`config.mk`:
```
export PLATFORM = sky130hd
export DESIGN_NAME = motion_vector_zero_run_encoder
export DESIGN_NICKNAME = d
export VERILOG_FILES = /design/src/rtl/core/mvzr_pkg.sv /design/src/rtl/core/mvzr_in_reg.sv /design/src/rtl/core/mvzr_coder.sv /design/src/rtl/core/mvzr_out_reg.sv /design/src/rtl/core/motion_vector_zero_run_encoder.sv
export SDC_FILE = /design/constraint.sdc
export NUM_CORES = 1
export LEC_CHECK = 0
export ABC_AREA = 1
export BUFFER_PORTS_ARGS = -buffer_cell sky130_fd_sc_hd__clkbuf_2
export CORE_MARGIN = 2
export CORE_UTILIZATION = 57
export DETAILED_ROUTE_END_ITERATION = 10
export PLACE_DENSITY = 0.79
export SLEW_MARGIN = 10
export SYNTH_ARGS = -nofsm -noshare
export SYNTH_HDL_FRONTEND = slang
export SYNTH_HIERARCHICAL = 1
export SYNTH_SLANG_ARGS = --single-unit
```
`constraint.sdc`:
```
create_clock -name aclk -period 3.9 [get_ports aclk]
set_input_delay 0.585 -clock aclk [delete_from_list [all_inputs] [get_ports aclk]]
set_output_delay 0.585 -clock aclk [all_outputs]
set_load 0.005 [all_outputs]
```
`src/rtl/core/mvzr_pkg.sv`:
```
// shared types and constants for the motion vector zero-run encoder
// no dependencies; imported by every module of the block

package mvzr_pkg;

    // field widths
    localparam int MV_W      = 8;
    localparam int VEC_W     = MV_W + 1;
    localparam int RUN_W     = 12;
    localparam int IDX_W     = 12;
    localparam int CNT_W     = 13;
    localparam int S_DATA_W  = 16;
    localparam int M_DATA_W  = 48;

    // register map
    localparam int CFG_ADDR_W = 1;
    localparam int CFG_DATA_W = 13;
    localparam logic [CFG_ADDR_W-1:0] CFG_DIFF_MODE   = 1'b0;
    localparam logic [CFG_ADDR_W-1:0] CFG_MAX_ENTRIES = 1'b1;

    // defaults and limits
    localparam int unsigned MAX_VECTORS_DEF = 4096;
    localparam logic [CNT_W-1:0] ENTRY_CAP_LIMIT = 13'd4096;
    localparam logic [CNT_W-1:0] MAX_ENTRIES_RST = 13'd4096;

    // one input request
    typedef struct packed {
        logic signed [MV_W-1:0] mv_x;
        logic signed [MV_W-1:0] mv_y;
        logic                   last_in_frame;
    } mv_item_t;

    // one result request
    typedef struct packed {
        logic        [IDX_W-1:0] entry_index;
        logic signed [VEC_W-1:0] vec_y;
        logic signed [VEC_W-1:0] vec_x;
        logic        [RUN_W-1:0] zero_run;
    } run_entry_t;

    // configuration write
    typedef struct packed {
        logic                  wr_en;
        logic [CFG_ADDR_W-1:0] addr;
        logic [CFG_DATA_W-1:0] wr_data;
    } cfg_wr_t;

endpackage

```
`src/rtl/core/mvzr_in_reg.sv`:
```
// input register stage of the zero-run encoder
// depends on mvzr_pkg for the item type

module mvzr_in_reg (
    input  logic              aclk,
    input  logic              aresetn,
    input  logic              s_valid,
    output logic              s_ready,
    input  mvzr_pkg::mv_item_t s_item,
    input  logic              out_free,
    output logic              fire,
    output mvzr_pkg::mv_item_t item
);
    import mvzr_pkg::*;

    logic     valid_reg, valid_next;
    mv_item_t item_reg;

    // item leaves the stage whenever the result side can take it
    assign fire    = valid_reg && out_free;
    assign s_ready = !valid_reg || fire;
    assign item    = item_reg;

    always_comb begin
        valid_next = valid_reg;
        if (s_ready) begin
            valid_next = s_valid;
        end
    end

    always_ff @(posedge aclk) begin
        if (!aresetn) begin
            valid_reg <= 1'b0;
        end else begin
            valid_reg <= valid_next;
        end
    end

    // payload capture
    always_ff @(posedge aclk) begin
        if (s_valid && s_ready) begin
            item_reg <= s_item;
        end
    end

endmodule

```
`src/rtl/core/mvzr_coder.sv`:
```
// run/prediction state, config registers and entry formation
// depends on mvzr_pkg for types, widths and register codes

module mvzr_coder #(
    parameter int unsigned MAX_VECTORS = mvzr_pkg::MAX_VECTORS_DEF
) (
    input  logic                 aclk,
    input  logic                 aresetn,
    input  mvzr_pkg::cfg_wr_t    cfg,
    input  logic                 fire,
    input  mvzr_pkg::mv_item_t   item,
    output logic                 res_load,
    output mvzr_pkg::run_entry_t res
);
    import mvzr_pkg::*;

    localparam int unsigned RunCapInt = (MAX_VECTORS - 1 < 4095) ? MAX_VECTORS - 1 : 4095;
    localparam logic [RUN_W-1:0] RunCap = RUN_W'(RunCapInt);

    logic                    diff_mode_reg;
    logic [CNT_W-1:0]        max_entries_reg;
    logic [RUN_W-1:0]        run_count_reg, run_count_next;
    logic signed [MV_W-1:0]  pred_x_reg, pred_x_next;
    logic signed [MV_W-1:0]  pred_y_reg, pred_y_next;
    logic [CNT_W-1:0]        entries_sent_reg, entries_sent_next;

    logic [CNT_W-1:0]        eff_cap;
    logic                    active;
    logic signed [VEC_W-1:0] cx, cy;
    logic                    nonzero;

    // configuration writes
    always_ff @(posedge aclk) begin
        if (!aresetn) begin
            diff_mode_reg   <= 1'b0;
            max_entries_reg <= MAX_ENTRIES_RST;
        end else if (cfg.wr_en) begin
            case (cfg.addr)
                CFG_DIFF_MODE:   diff_mode_reg   <= cfg.wr_data[0];
                CFG_MAX_ENTRIES: max_entries_reg <= cfg.wr_data;
                default: ;
            endcase
        end
    end

    // coded value and cap check
    assign eff_cap = (max_entries_reg > ENTRY_CAP_LIMIT) ? ENTRY_CAP_LIMIT : max_entries_reg;
    assign active  = entries_sent_reg < eff_cap;
    assign cx = diff_mode_reg ? ({item.mv_x[MV_W-1], item.mv_x} - {pred_x_reg[MV_W-1], pred_x_reg})
                              : {item.mv_x[MV_W-1], item.mv_x};
    assign cy = diff_mode_reg ? ({item.mv_y[MV_W-1], item.mv_y} - {pred_y_reg[MV_W-1], pred_y_reg})
                              : {item.mv_y[MV_W-1], item.mv_y};
    assign nonzero = (cx != '0) || (cy != '0);

    assign res_load        = fire && active && nonzero;
    assign res.zero_run    = run_count_reg;
    assign res.vec_x       = cx;
    assign res.vec_y       = cy;
    assign res.entry_index = entries_sent_reg[IDX_W-1:0];

    // state update per request
    always_comb begin
        run_count_next    = run_count_reg;
        pred_x_next       = pred_x_reg;
        pred_y_next       = pred_y_reg;
        entries_sent_next = entries_sent_reg;
        if (fire) begin
            if (active) begin
                if (nonzero) begin
                    entries_sent_next = entries_sent_reg + 1'b1;
                    run_count_next    = '0;
                end else if (run_count_reg < RunCap) begin
                    run_count_next = run_count_reg + 1'b1;
                end
                pred_x_next = item.mv_x;
                pred_y_next = item.mv_y;
            end
            // frame end drops any pending run
            if (item.last_in_frame) begin
                run_count_next    = '0;
                pred_x_next       = '0;
                pred_y_next       = '0;
                entries_sent_next = '0;
            end
        end
    end

    always_ff @(posedge aclk) begin
        if (!aresetn) begin
            run_count_reg    <= '0;
            pred_x_reg       <= '0;
            pred_y_reg       <= '0;
            entries_sent_reg <= '0;
        end else begin
            run_count_reg    <= run_count_next;
            pred_x_reg       <= pred_x_next;
            pred_y_reg       <= pred_y_next;
            entries_sent_reg <= entries_sent_next;
        end
    end

`ifndef SYNTH
    a_entries_bound: assert property (@(posedge aclk) disable iff (!aresetn)
        entries_sent_reg <= ENTRY_CAP_LIMIT)
        else $error("entry count beyond limit");

    a_run_bound: assert property (@(posedge aclk) disable iff (!aresetn)
        run_count_reg <= RunCap)
        else $error("zero run beyond saturation value");

    a_frame_clear: assert property (@(posedge aclk) disable iff (!aresetn)
        fire && item.last_in_frame |=> run_count_reg == '0 && entries_sent_reg == '0
            && pred_x_reg == '0 && pred_y_reg == '0)
        else $error("state not cleared after frame end");

    // an entry inside a frame restarts the run and counts
    a_run_restart: assert property (@(posedge aclk) disable iff (!aresetn)
        res_load && !item.last_in_frame |=> run_count_reg == '0 && entries_sent_reg != '0)
        else $error("entry emitted without run restart");
`endif

endmodule

```
`src/rtl/core/mvzr_out_reg.sv`:
```
// result register stage of the zero-run encoder
// depends on mvzr_pkg for the entry type

module mvzr_out_reg (
    input  logic                 aclk,
    input  logic                 aresetn,
    input  logic                 res_load,
    input  mvzr_pkg::run_entry_t res,
    output logic                 m_valid,
    input  logic                 m_ready,
    output mvzr_pkg::run_entry_t m_entry,
    output logic                 out_free
);
    import mvzr_pkg::*;

    logic       valid_reg, valid_next;
    run_entry_t entry_reg;

    assign m_valid  = valid_reg;
    assign m_entry  = entry_reg;
    assign out_free = !valid_reg || m_ready;

    // hold until taken, reload on a new entry
    always_comb begin
        valid_next = valid_reg;
        if (res_load) begin
            valid_next = 1'b1;
        end else if (m_ready) begin
            valid_next = 1'b0;
        end
    end

    always_ff @(posedge aclk) begin
        if (!aresetn) begin
            valid_reg <= 1'b0;
        end else begin
            valid_reg <= valid_next;
        end
    end

    always_ff @(posedge aclk) begin
        if (res_load) begin
            entry_reg <= res;
        end
    end

endmodule

```
`src/rtl/core/motion_vector_zero_run_encoder.sv`:
```
// top level of the motion vector zero-run encoder
// depends on mvzr_pkg, mvzr_in_reg, mvzr_coder and mvzr_out_reg
//
// channel  | direction | data                                   | sideband
// ---------+-----------+----------------------------------------+----------------
// s_       | in        | mv_x, mv_y                             | tlast = last_in_frame
// m_       | out       | zero_run, vec_x, vec_y, entry_index    | none
// cfg_     | in        | diff_mode (0), max_entries (1)         | write only
//
// one vector per cycle unless m_tready stalls; a request passes the input and result registers
// the run, prediction and entry count registers feed back through combinational logic only
// zero vectors and capped vectors produce no result request
// reset (aresetn low, synchronous) clears run, prediction and entry count, and sets config to defaults
// a stall on m_tready holds the result register and back-pressures s_tready

module motion_vector_zero_run_encoder #(
    parameter int unsigned MAX_VECTORS = mvzr_pkg::MAX_VECTORS_DEF
) (
    input  logic                                aclk,
    input  logic                                aresetn,
    // mv_x [7:0], mv_y [15:8]
    input  logic [mvzr_pkg::S_DATA_W-1:0]       s_tdata,
    input  logic                                s_tlast,
    input  logic                                s_tvalid,
    output logic                                s_tready,
    // zero_run [11:0], vec_x [20:12], vec_y [29:21], entry_index [41:30], zero fill
    output logic [mvzr_pkg::M_DATA_W-1:0]       m_tdata,
    output logic                                m_tvalid,
    input  logic                                m_tready,
    input  logic                                cfg_wr_en,
    input  logic [mvzr_pkg::CFG_ADDR_W-1:0]     cfg_addr,
    input  logic [mvzr_pkg::CFG_DATA_W-1:0]     cfg_wr_data
);
    import mvzr_pkg::*;

    mv_item_t   s_item, item;
    run_entry_t res, m_entry;
    cfg_wr_t    cfg;
    logic       fire, out_free, res_load;

    // unpack input request
    assign s_item.mv_x          = s_tdata[MV_W-1:0];
    assign s_item.mv_y          = s_tdata[2*MV_W-1:MV_W];
    assign s_item.last_in_frame = s_tlast;

    assign cfg.wr_en   = cfg_wr_en;
    assign cfg.addr    = cfg_addr;
    assign cfg.wr_data = cfg_wr_data;

    mvzr_in_reg u_in_reg (
        .aclk     (aclk),
        .aresetn  (aresetn),
        .s_valid  (s_tvalid),
        .s_ready  (s_tready),
        .s_item   (s_item),
        .out_free (out_free),
        .fire     (fire),
        .item     (item)
    );

    mvzr_coder #(
        .MAX_VECTORS (MAX_VECTORS)
    ) u_coder (
        .aclk     (aclk),
        .aresetn  (aresetn),
        .cfg      (cfg),
        .fire     (fire),
        .item     (item),
        .res_load (res_load),
        .res      (res)
    );

    mvzr_out_reg u_out_reg (
        .aclk     (aclk),
        .aresetn  (aresetn),
        .res_load (res_load),
        .res      (res),
        .m_valid  (m_tvalid),
        .m_ready  (m_tready),
        .m_entry  (m_entry),
        .out_free (out_free)
    );

    // pack result request, lowest field first
    assign m_tdata = {{(M_DATA_W - RUN_W - 2*VEC_W - IDX_W){1'b0}},
                      m_entry.entry_index, m_entry.vec_y, m_entry.vec_x, m_entry.zero_run};

endmodule
```
Yosys cells after proc, flatten, opt, wreduce, memory -nomap -nowiden
Index checks and enable logic that the tools add are counted.
Word-level totals
  flip-flop bits (word level): 116
  memory bits (writable): 0
  output and inout port bits: 50
  memory bits (read-only): 0
  memories kept: 0
  input bits: 36
  word-level logic and storage cells: 59
  latch bits: 0
Operators by class
  div/mod/pow operators: 0
  magnitude comparators: 3
  multiply operators: 0
  reductions and logical operators: 20
  bitwise operators: 1
  add/sub/neg operators: 4
  muxes and demuxes: 16
  shifts and indexed selects: 0
  equality and inequality tests: 0
Operators by type and width (number)
  $mux 13: 4
  $mux 12: 4
  $mux 8: 4
  $mux 9: 2
  $reduce_bool 9->1: 2
  $sub 8x8->9: 2
  $add 13x1->13 const B: 1
  $gt 13x13->1 const B: 1
  $lt 13x13->1: 1
  $add 12x1->12 const B: 1
  $lt 12x12->1 const B: 1
  $reduce_and 2->1: 3
  $reduce_and 3->1: 2
  $reduce_bool 2->1: 3
  $logic_and 1x1->1: 4
  $logic_or 1x1->1: 3
  $reduce_bool 3->1: 1
  $logic_not 1->1: 2
  $mux 1: 2
  $not 1->1: 1

Depth between registers and ports, before layout
Gate-level depths: netlist of run 1.
  depth after elaboration: 7
  gate-level depth with buffers: 20
  mapped depth without buffers: 19

Cells and area by module
The synthesis of run 1 kept the hierarchy.
By module, submodules not included
  mvzr_coder: cells each 659, instances 1, area each 4182.8 um^2, sequential area each 1101.1 um^2
  mvzr_out_reg: cells each 48, instances 1, area each 1307.5 um^2, sequential area each 1281.2 um^2
  mvzr_in_reg: cells each 26, instances 1, area each 569.3 um^2, sequential area each 530.5 um^2
  motion_vector_zero_run_encoder: cells each 7, instances 1, area each 48.8 um^2, sequential area each 0.0 um^2

Least setup slack after synthesis of run 1
Ideal clock, no wire load.
  kind: reg-to-reg
  start: register u_in_reg.item_reg (netlist bit u_in_reg/item[1])
  end: register u_out_reg.entry_reg (netlist bit u_out_reg/m_entry[0]) (enable)
  arrival: 2644 ps
  data required time: 3503 ps
  setup time: 397 ps
  clock period less this slack: 3041 ps
  path slack: 859 ps
  path buffers: 0
  stages on the path, launching flop included: 17
  cell sequence: edfxtp_1 -> inv_1 -> ha_1 -> fa_1 -> inv_1 -> nand2_1 -> nand2_1 -> nand3b_1 -> nand2_1 -> nand2_1 -> nand3_1 -> nand2_1 -> nand3_1 -> nor2_2 -> nand2_1 -> nand3_1 -> inv_1
On the way
  word-level cells in the longest chain between the ends: 5
RTL lines
  start, declared: RTL line mvzr_in_reg.sv:17  | mv_item_t item_reg;
  start signal, assigned: RTL line mvzr_in_reg.sv:42  | item_reg <= s_item;
  $sub 8x8->9: RTL line mvzr_coder.sv:51  | assign cy = diff_mode_reg ? ({item.mv_y[MV_W-1], item.mv_y} - {pred_y_reg[MV_W-1], pred_y_reg})
  $mux 9 *: RTL line mvzr_coder.sv:51
  $reduce_bool 9->1 *: RTL line mvzr_coder.sv:53  | assign nonzero = (cx != '0) || (cy != '0);
  $logic_or 1x1->1 *: RTL line mvzr_coder.sv:53
  $logic_and 1x1->1 *: RTL line mvzr_coder.sv:55  | assign res_load = fire && active && nonzero;
  named net res_load: RTL line motion_vector_zero_run_encoder.sv:39  | logic fire, out_free, res_load;
  end signal, assigned: RTL line mvzr_out_reg.sv:43  | entry_reg <= res;
  end, declared: RTL line mvzr_out_reg.sv:17  | run_entry_t entry_reg;
Mark *: on every way through the listed nets, which the timed path passes. The rest lies on a longest branch.
A chain may end at the register's enable or synchronous reset.

Worst setup path after layout of run 1
  start: register u_coder.max_entries_reg[2]
  end: register u_coder.entries_sent_reg[11]
On the way
  word-level cells in the longest chain between the ends: 5
RTL lines
  start, declared: RTL line mvzr_coder.sv:21  | logic [CNT_W-1:0] max_entries_reg;
  start signal, assigned: RTL line mvzr_coder.sv:40  | CFG_MAX_ENTRIES: max_entries_reg <= cfg.wr_data;
  $gt 13x13->1: RTL line mvzr_coder.sv:47  | assign eff_cap = (max_entries_reg > ENTRY_CAP_LIMIT) ? ENTRY_CAP_LIMIT : max_entries_reg;
  $mux 13 *: RTL line mvzr_coder.sv:47
  $lt 13x13->1 *: RTL line mvzr_coder.sv:48  | assign active = entries_sent_reg < eff_cap;
  $reduce_bool 2->1 (no line) *
  $reduce_and 3->1 (no line) *
  end signal, assigned: RTL line mvzr_coder.sv:98  | entries_sent_reg <= entries_sent_next;
  end, declared: RTL line mvzr_coder.sv:25  | logic [CNT_W-1:0] entries_sent_reg, entries_sent_next;
Every way passes the cells marked *; elsewhere a longest branch is shown, timed or not.

==> flow_summary.toml, run 1 <==
[global_route]
grt_max_degree = 36
grt_pass1_wl_um = 21650
grt_pass1_vias = 4639
antenna_found_initial = 0
grt_usage_pct = 24.26
overflow = 0

[power]
p_sw_share_pct = 26.07
power.leakage_uw = 0.003017
seqPwrFrac_pct = 43.0
p_per_area_nw_per_um2 = 459.3
p_sw_uw = 844.3
irDropWorstVdd_uv = 260.8
combPwrFrac_pct = 11.1
clockPowerShare_pct = 45.9
fin_total_pwr_uw = 3238
p_int_uw = 2394

[clock_network]
postCtsSetupBuffers = 0
clkSinkCount = 116
htreeDepth = 4
path_clk_slew_ps = 60
cts_tree = "done"
clockBufferDepth = 2
cts_buffers = 17
cts-hold-fix-buffers = 0
ctsResizeCount = 0
clkLatencyLatePin_ps = 530
cts-root-buf = "clkbuf_8"

[timing]
fin_crit_sh_pct = 84.71
fin_hold_ws_ps = 232.1
period_minus_slack_ps = 3304
tns_ps = 0
skew_ps = 7.889
finalSetupViolCount = 0
relSlewSlack_pct = 32.00
report.final.hold_viol_count = 0
setup_ws_ps = 596.4
rsz0062_at_grt = "no"
fmax_ghz = 0.3027
slew_viol_final = 0
worstMarginPinSlew_ps = 1014

[floorplan]
fp.dieH_um = 107.5
ios = 86
fp.dieW_um = 107.5
initial_core_util_pct = 58.90
coreArea_um2 = 10370
rows = 37
die_area_um2 = 11560

[synthesis]
syn_inst = 740
ys_warn_count = 6
syn_avg_cell_area_um2 = 8.255
ys_ff_latch = 116
ys_types = 36
synth.yosys.seq_area_share_pct = 47.69
netlist_area_um2 = 6108

[place]
io_buffers = 79
placedCellCount = 925
globalplace.congestion = 0.8903
hpwl_um = 9295
place_ws_ps = 650.3

[setup_path]
slowest_stage = "o21ai_2"
worstPathCellList = "nor2_1 -> nand4_1 -> o21ai_2 -> nand2_1 -> ha_1 -> a21oi_1 -> nor3_1 -> a211oi_1 -> nand2_1 -> nand2_2 -> nand2_2 -> nand2_2 -> buf_4 -> nand3_1 -> a21oi_1"
worst-path-buf-inv = 1
rrSetupSlack_ps = 600
path_max_fanout = 18
worst_ep_required_time_ps = 4320
worstPathArrival_ps = 3720
cp-end-kind = "flop"
crit_family = "simple AND/OR/NAND/NOR gates"
crit_type = "reg -> reg"
critPathMostFrequentCell = "nand2_2"
cpPeakStageDelay_ps = 340
cp-start-kind = "flop"

[detailed_routing]
drt_iter0_drc = 376
drt-total-wl_um = 13310
wl_per_cell_um = 13.90
routed_via_density = 5.352
drc = 0
drt_pass1_iterations = 5
ant_nets = 0
vias = 5122

[layout]
drive_gt1_share_pct = 16.69
instances_no_fill = 957
largest_reg_flops = 42
multiInputGateArea_um2 = 2601
diodes = 0
regArea_um2 = 2913
num-nets-final = 876
final.fill_count = 827
syn2layout_area_growth_pct = 15.42

[run]
maxCapViolations = 0

[outcome]
status = "completed"

[worst_hold_path]
hp-class = "in -> reg"
cells by family after synthesis:
| group | after synthesis | synth area share, % |
|---|---|---|
| AND/OR/NAND/NOR | 353 | 24.89 |
| buffers and inverters | 131 | 10.04 |
| flip-flops | 116 | 47.69 |
| AO/OA/AOI/OAI | 86 | 7.518 |
| adder cells (fa/ha/maj) | 32 | 6.801 |
| XOR/XNOR | 21 | 3.011 |
| other | 1 | 0.06139 |
per-stage QoR:
step                      utilization [%]  area [um^2]
after floorplan                         -         6127
after global placement              62.48         6479
after detailed placement            62.48         6479
after CTS                           67.99         7051
after global routing                67.99         7051
final                               67.99         7051
cells in the final DEF, fill, tap and decap left out, drive strengths merged, types with 4 or more instances in the layout:
cell      n
xnor2     4
edfxtp   59
buf       7
dfxtp    57
a21oi    59
nand2   157
nand4     7
inv      90
or2       8
o21ai    22
xor2     17
nand3    94
clkbuf   96
clkinv   12
ha       30
nor2     78
nor3      6
conb      6
power by group through the flow:
stage          clock, uW  combinational (uW)  sequential, uW
2_1_floorplan          0                 254            1410
3_3_place_gp           0                 340            1420
3_5_place_dp           0                 351            1420
4_1_cts             1510                 356            1390
5_1_grt             1560                 407            1400
6_report            1490                 359            1390
layer usage:
| metal | share of wire, % | track usage (%) |
|---|---|---|
| met5 | 0 | 0 |
| met4 | 1.8 | 8.791 |
| met3 | 6.3 | 5.993 |
| met2 | 47 | 38.27 |
| met1 | 45 | 32.54 |
path summary, 6_finish.rpt:
check | from | to | cells after the start
min reg2reg | u_coder/pred_x_reg[7] | u_coder/pred_x_reg[7] | 2
max reg2reg | u_coder/max_entries_reg[2] | u_coder/entries_sent_reg[11] | 15
min | s_tdata[3] | u_in_reg/item[12] | 1
max | u_coder/max_entries_reg[2] | u_coder/entries_sent_reg[11] | 15
synthesized netlist by cell type (all sizes together):
| master | n | area [um^2] |
|---|---|---|
| or2 | 8 | 50.05 |
| nand3 | 94 | 475.5 |
| nand3b | 2 | 15.01 |
| a31o | 1 | 8.760 |
| xnor2 | 4 | 35.03 |
| nor2 | 78 | 297.8 |
| a21oi | 59 | 302.8 |
| nor4 | 1 | 6.260 |
| o211ai | 1 | 7.510 |
| edfxtp | 59 | 1772 |
| nand2 | 157 | 601.8 |
| o21bai | 1 | 7.510 |
| xor2 | 17 | 148.9 |
| nand4 | 7 | 43.79 |
| conb | 1 | 3.750 |
| clkbuf | 12 | 45.04 |
| dfxtp | 57 | 1141 |
| a211oi | 1 | 7.510 |
| ha | 30 | 375.4 |
| o21ai | 22 | 117.6 |
| inv | 87 | 326.6 |
| o21a | 1 | 7.510 |
| clkinv | 2 | 7.510 |
| nor3 | 6 | 30.03 |
| buf | 30 | 234.0 |
| fa | 2 | 40.04 |
final cells by class:
type                       instances  area share [%]
clock buffer                      17           5.874
inverter                          89           4.738
tap                              136           2.413
sequential                       116           41.31
multi-input combinational        498           36.89
timing repair buffer              86           6.531
clock inverter                    15           2.236
(Power assumes the default switching activity.)
==> inputs of run 2 (changes only) <==
clock period = 3.06 ns   (was 3.9 ns; I/O delays follow)
==> flow_summary.toml, run 2 (same netlist as run 1, synthesis figures left out) <==
[layout]
num-nets-final = 886
layout_commonest_cell = "nand2_1"
largest_reg_flops = 42
syn2layout_area_growth_pct = 18.11
final_cell_mix = "150 x nand2_1, 93 x nand3_1, 83 x inv_1"
drive_gt1_share_pct = 17.83
finalInstanceArea_um2 = 7214
diodes = 0

[detailed_routing]
ant_nets = 0
vias = 5242
drt-total-wl_um = 14260
drt_iter0_drc = 406
drc = 0
routed_via_density = 5.427
drt_pass1_iterations = 5
wl_per_cell_um = 14.76

[setup_path]
crit_type = "reg -> reg"
crit_family = "simple AND/OR/NAND/NOR gates"
worstPathCellList = "nor2_1 -> nand4_1 -> o21ai_4 -> nand2_1 -> ha_1 -> a21oi_1 -> nor3_1 -> a211oi_1 -> nand2_1 -> nand2_2 -> nand2_2 -> nand2_2 -> nand2_2 -> clkbuf_16 -> a21oi_1 -> nor2_1"
worst-path-buf-inv = 1
path_max_fanout = 15
rrSetupSlack_ps = 180
worst_ep_required_time_ps = 3460
cpPeakStageDelay_ps = 320
slowest_stage = "dfxtp_1"
cp-end-kind = "flop"
cp-start-kind = "flop"
critPathMostFrequentCell = "nand2_2"
worstPathArrival_ps = 3290

[timing]
worstMarginPinSlew_ps = 625.8
fmax_ghz = 0.3468
slew_viol_final = 0
fin_crit_sh_pct = 94.23
relSlewSlack_pct = 58.22
skew_ps = 8.977
report.final.hold_viol_count = 0
period_minus_slack_ps = 2883
finalSetupViolCount = 0
tns_ps = 0
rsz0062_at_grt = "yes"

[power]
p_int_uw = 3295
combPwrFrac_pct = 11.3
p_sw_share_pct = 23.81
clockPowerShare_pct = 47.6
seqPwrFrac_pct = 41.1
p_per_area_nw_per_um2 = 599.4
irDropWorstVdd_uv = 357.7
power.leakage_uw = 0.003091
p_sw_uw = 1030

[place]
hpwl_um = 9585
globalplace.congestion = 0.9164
io_buffers = 79
placed_cell_area_um2 = 6539

[clock_network]
htreeDepth = 4
cts_tree = "done"
path_clk_slew_ps = 60
cts-root-buf = "clkbuf_8"
clkLatencyLatePin_ps = 510
clkSinkCount = 116
cts_buffers = 17
clockBufferDepth = 2

[floorplan]
rows = 37
coreArea_um2 = 10370
initial_core_util_pct = 58.90
ios = 86
die_area_um2 = 11560
fp.dieH_um = 107.5
fp.dieW_um = 107.5

[global_route]
overflow = 0
grt_usage_pct = 25.32
grt_pass1_vias = 4805
grt_pass1_wl_um = 22800
antenna_found_initial = 0
grt_max_degree = 31

[outcome]
status = "completed"

[worst_hold_path]
hp-class = "in -> reg"

[run]
maxCapViolations = 0
## run 2: timing repair
item / in CTS / in global routing
resized for setup: 0 / 8
setup endpoints to repair: 0 / 59
hold buffers: 0 / 0
setup buffers: 0 / 1
## run 2: path summary, 6_finish.rpt
path                              startpoint                  endpoint  cells after the start
setup reg to reg  u_coder/max_entries_reg[2]  u_coder/run_count_reg[8]                     16
hold / removal                    s_tdata[4]         u_in_reg/item[13]                      1
setup / recovery  u_coder/max_entries_reg[2]  u_coder/run_count_reg[8]                     16
hold reg to reg        u_coder/pred_x_reg[7]     u_coder/pred_x_reg[7]                      2
## run 2: cell type report
| cell class | instances | area [um^2] |
|---|---|---|
| Tap cell | 136 | 170.2 |
| Sequential cell | 116 | 2913 |
| Timing Repair Buffer | 96 | 556.8 |
| Inverter | 89 | 334.1 |
| Clock inverter | 12 | 187.7 |
| Clock buffer | 19 | 421.7 |
| Fill cell | 831 | 3156 |
| Multi-Input combinational cell | 498 | 2631 |
## run 2: metal layers
metal,up-vias,part of all wire [%],GRT usage (%)
li1,2571,-,-
met5,-,0,0
met4,0,1.7,10.44
met3,20,6.3,5.266
met1,2439,44,32.86
met2,212,48,41.24
## run 2: through the flow
stage / util, % / setup WS (ps) / hold WS, ps / total power [uW] / instances
global placement: 63.06 / 174.5 / 468.2 / 2245 / 933
detailed placement: 63.06 / 152.8 / 474.4 / 2265 / 933
global route: 69.57 / -23.99 / 99.83 / 4482 / 966
finish: 69.57 / 176.5 / 118.0 / 4325 / 966
floorplan: - / 19.10 / 445.1 / 2120 / 745
CTS: 68.93 / 132.9 / 102.7 / 4315 / 964
## run 2: power groups by stage
stage	clock network, uW	registers, uW	logic, uW
floorplan	0	1800	324
global placement	0	1800	441
detailed placement	0	1810	457
CTS	2070	1780	464
global route	2150	1790	545
finish	2060	1780	488
==> inputs of run 3 (changes only) <==
clock period = 3.4 ns   (was 3.06 ns; I/O delays follow)
==> flow_summary.toml, run 3 (same netlist as run 1, synthesis figures left out) <==
[outcome]
status = "completed"

[timing]
fmax_ghz = 0.3317
skew_ps = 8.279
slew_viol_final = 0
relSlewSlack_pct = 50.87
rsz0062_at_grt = "no"
report.final.hold_viol_count = 0
tns_ps = 0
period_minus_slack_ps = 3015
finalSetupViolCount = 0
fin_crit_sh_pct = 88.68
worstMarginPinSlew_ps = 736.1

[power]
fin_total_pwr_uw = 3904
p_sw_uw = 944.9
power.leakage_uw = 0.003047
p_per_area_nw_per_um2 = 548.2
combPwrFrac_pct = 10.8
p_sw_share_pct = 24.20
clockPowerShare_pct = 48.3
irDropWorstVdd_uv = 311.4
seqPwrFrac_pct = 41.0
p_int_uw = 2959

[clock_network]
path_clk_slew_ps = 60
postCtsSetupBuffers = 0
ctsResizeCount = 0
clockBufferDepth = 2
cts-hold-fix-buffers = 0
cts_tree = "done"
htreeDepth = 4
clkSinkCount = 116
cts_buffers = 17
clkLatencyLatePin_ps = 520
cts-root-buf = "clkbuf_8"

[detailed_routing]
wl_per_cell_um = 14.54
drt-total-wl_um = 13970
drc = 0
routed_via_density = 5.489
drt_pass1_iterations = 6
vias = 5275
ant_nets = 0
drt_iter0_drc = 346

[worst_hold_path]
hp-class = "in -> reg"
hold_start = "s_tdata[12]"

[setup_path]
critical_path.startpoint = "u_in_reg/item[9]"
critPathMostFrequentCell = "nand2_1"
cp-start-kind = "flop"
path_max_fanout = 30
crit_family = "simple AND/OR/NAND/NOR gates"
worstPathArrival_ps = 3430
worstPathCellList = "inv_1 -> ha_1 -> fa_1 -> nand2_1 -> o21ai_1 -> nand2_1 -> nor2_1 -> nand2_1 -> nor2_1 -> nand2_1 -> nor2_1 -> nand2_1 -> nor2_2 -> nand3_2 -> nand2_1 -> buf_4 -> nand3_1 -> nand2_1 -> nor2_1"
worst-path-buf-inv = 2
crit_type = "reg -> reg"
worst_ep_required_time_ps = 3820
slowest_stage = "fa_1"
cpPeakStageDelay_ps = 480
worstReg2RegStart = "u_in_reg/item[9]"
cp-end-kind = "flop"

[floorplan]
initial_core_util_pct = 58.90
fp.dieH_um = 107.5
rows = 37
fp.dieW_um = 107.5
ios = 86
die_area_um2 = 11560
coreArea_um2 = 10370

[global_route]
grt_pass1_wl_um = 23100
top_usage_layer = "met2"
gr-usage-met2_pct = 40.70
grt_usage_pct = 25.63
grt_util_met3_pct = 7.688
antenna_found_initial = 0
grt_max_degree = 31
grt_pass1_vias = 4976
overflow = 0
globalRouteMet1Util_pct = 32.55

[layout]
diodes = 0
largest_reg_flops = 42
layout_commonest_cell = "nand2_1"
drive_gt1_share_pct = 16.73
syn2layout_area_growth_pct = 16.59
final_util_pct = 68.68
final_cell_mix = "152 x nand2_1, 93 x nand3_1, 83 x inv_1"
instances_no_fill = 961
num-nets-final = 880

[place]
placedCellCount = 929
io_buffers = 79
globalplace.congestion = 0.9629
hpwl_um = 9575

[run]
maxCapViolations = 0
run 3: cell types whose count changed in the layout (fill, tap and decap cells not counted), sizes merged:
cell,before,now
clkbuf,99,97
buf,16,11
inv,87,89
run 3: layout make-up:
cell class,count,area (um^2)
fillers,811,3248
flip-flops and latches,116,2913
multi-input cells,498,2601
repair buffers,90,478.0
clock buffers,18,417.9
inverters,89,334.1
clock inverters,14,207.7
well taps,136,170.2
run 3: per-layer routing:
metal / vias up / part of all wire [%]
met5: - / 0
met3: 40 / 9.3
met2: 279 / 46
li1: 2544 / -
met1: 2412 / 42
met4: 0 / 2.5
run 3: final timing paths:
check,to,slack [ps],depth (start not counted)
worst max-delay path,u_coder/run_count_reg[4],390,19
worst min-delay path,u_in_reg/item[5],160,1
worst max register to register,u_coder/run_count_reg[4],390,19
worst min register to register,u_coder/pred_y_reg[5],490,2
run 3: power groups by stage:
stage | clock (uW) | combinational, uW | sequential (uW)
floorplan | 0 | 292 | 1620
global placement | 0 | 388 | 1620
detailed placement | 0 | 405 | 1630
CTS | 1910 | 413 | 1600
global route | 1970 | 472 | 1610
finish | 1880 | 420 | 1600
run 3: per-stage QoR:
stage          hold WS (ps)  area (um^2)  setup slack (ps)
4_1_cts               144.3         7122             459.0
5_1_grt               141.5         7122             121.4
6_report              164.1         7122             385.0
3_3_place_gp          469.4         6496             571.6
3_5_place_dp          473.8         6496             477.0
2_1_floorplan         445.1         6127             359.1
run 3: worst register-to-register path, cell delays in order, from the launching register on:
cell	delay, ps
edfxtp_1	380
inv_1	60
ha_1	220
fa_1	480
nand2_1	60
o21ai_1	220
nand2_1	100
nor2_1	100
nand2_1	60
nor2_1	130
nand2_1	70
nor2_1	100
nand2_1	60
nor2_2	110
nand3_2	80
nand2_1	90
buf_4	310
nand3_1	140
nand2_1	100
nor2_1	40
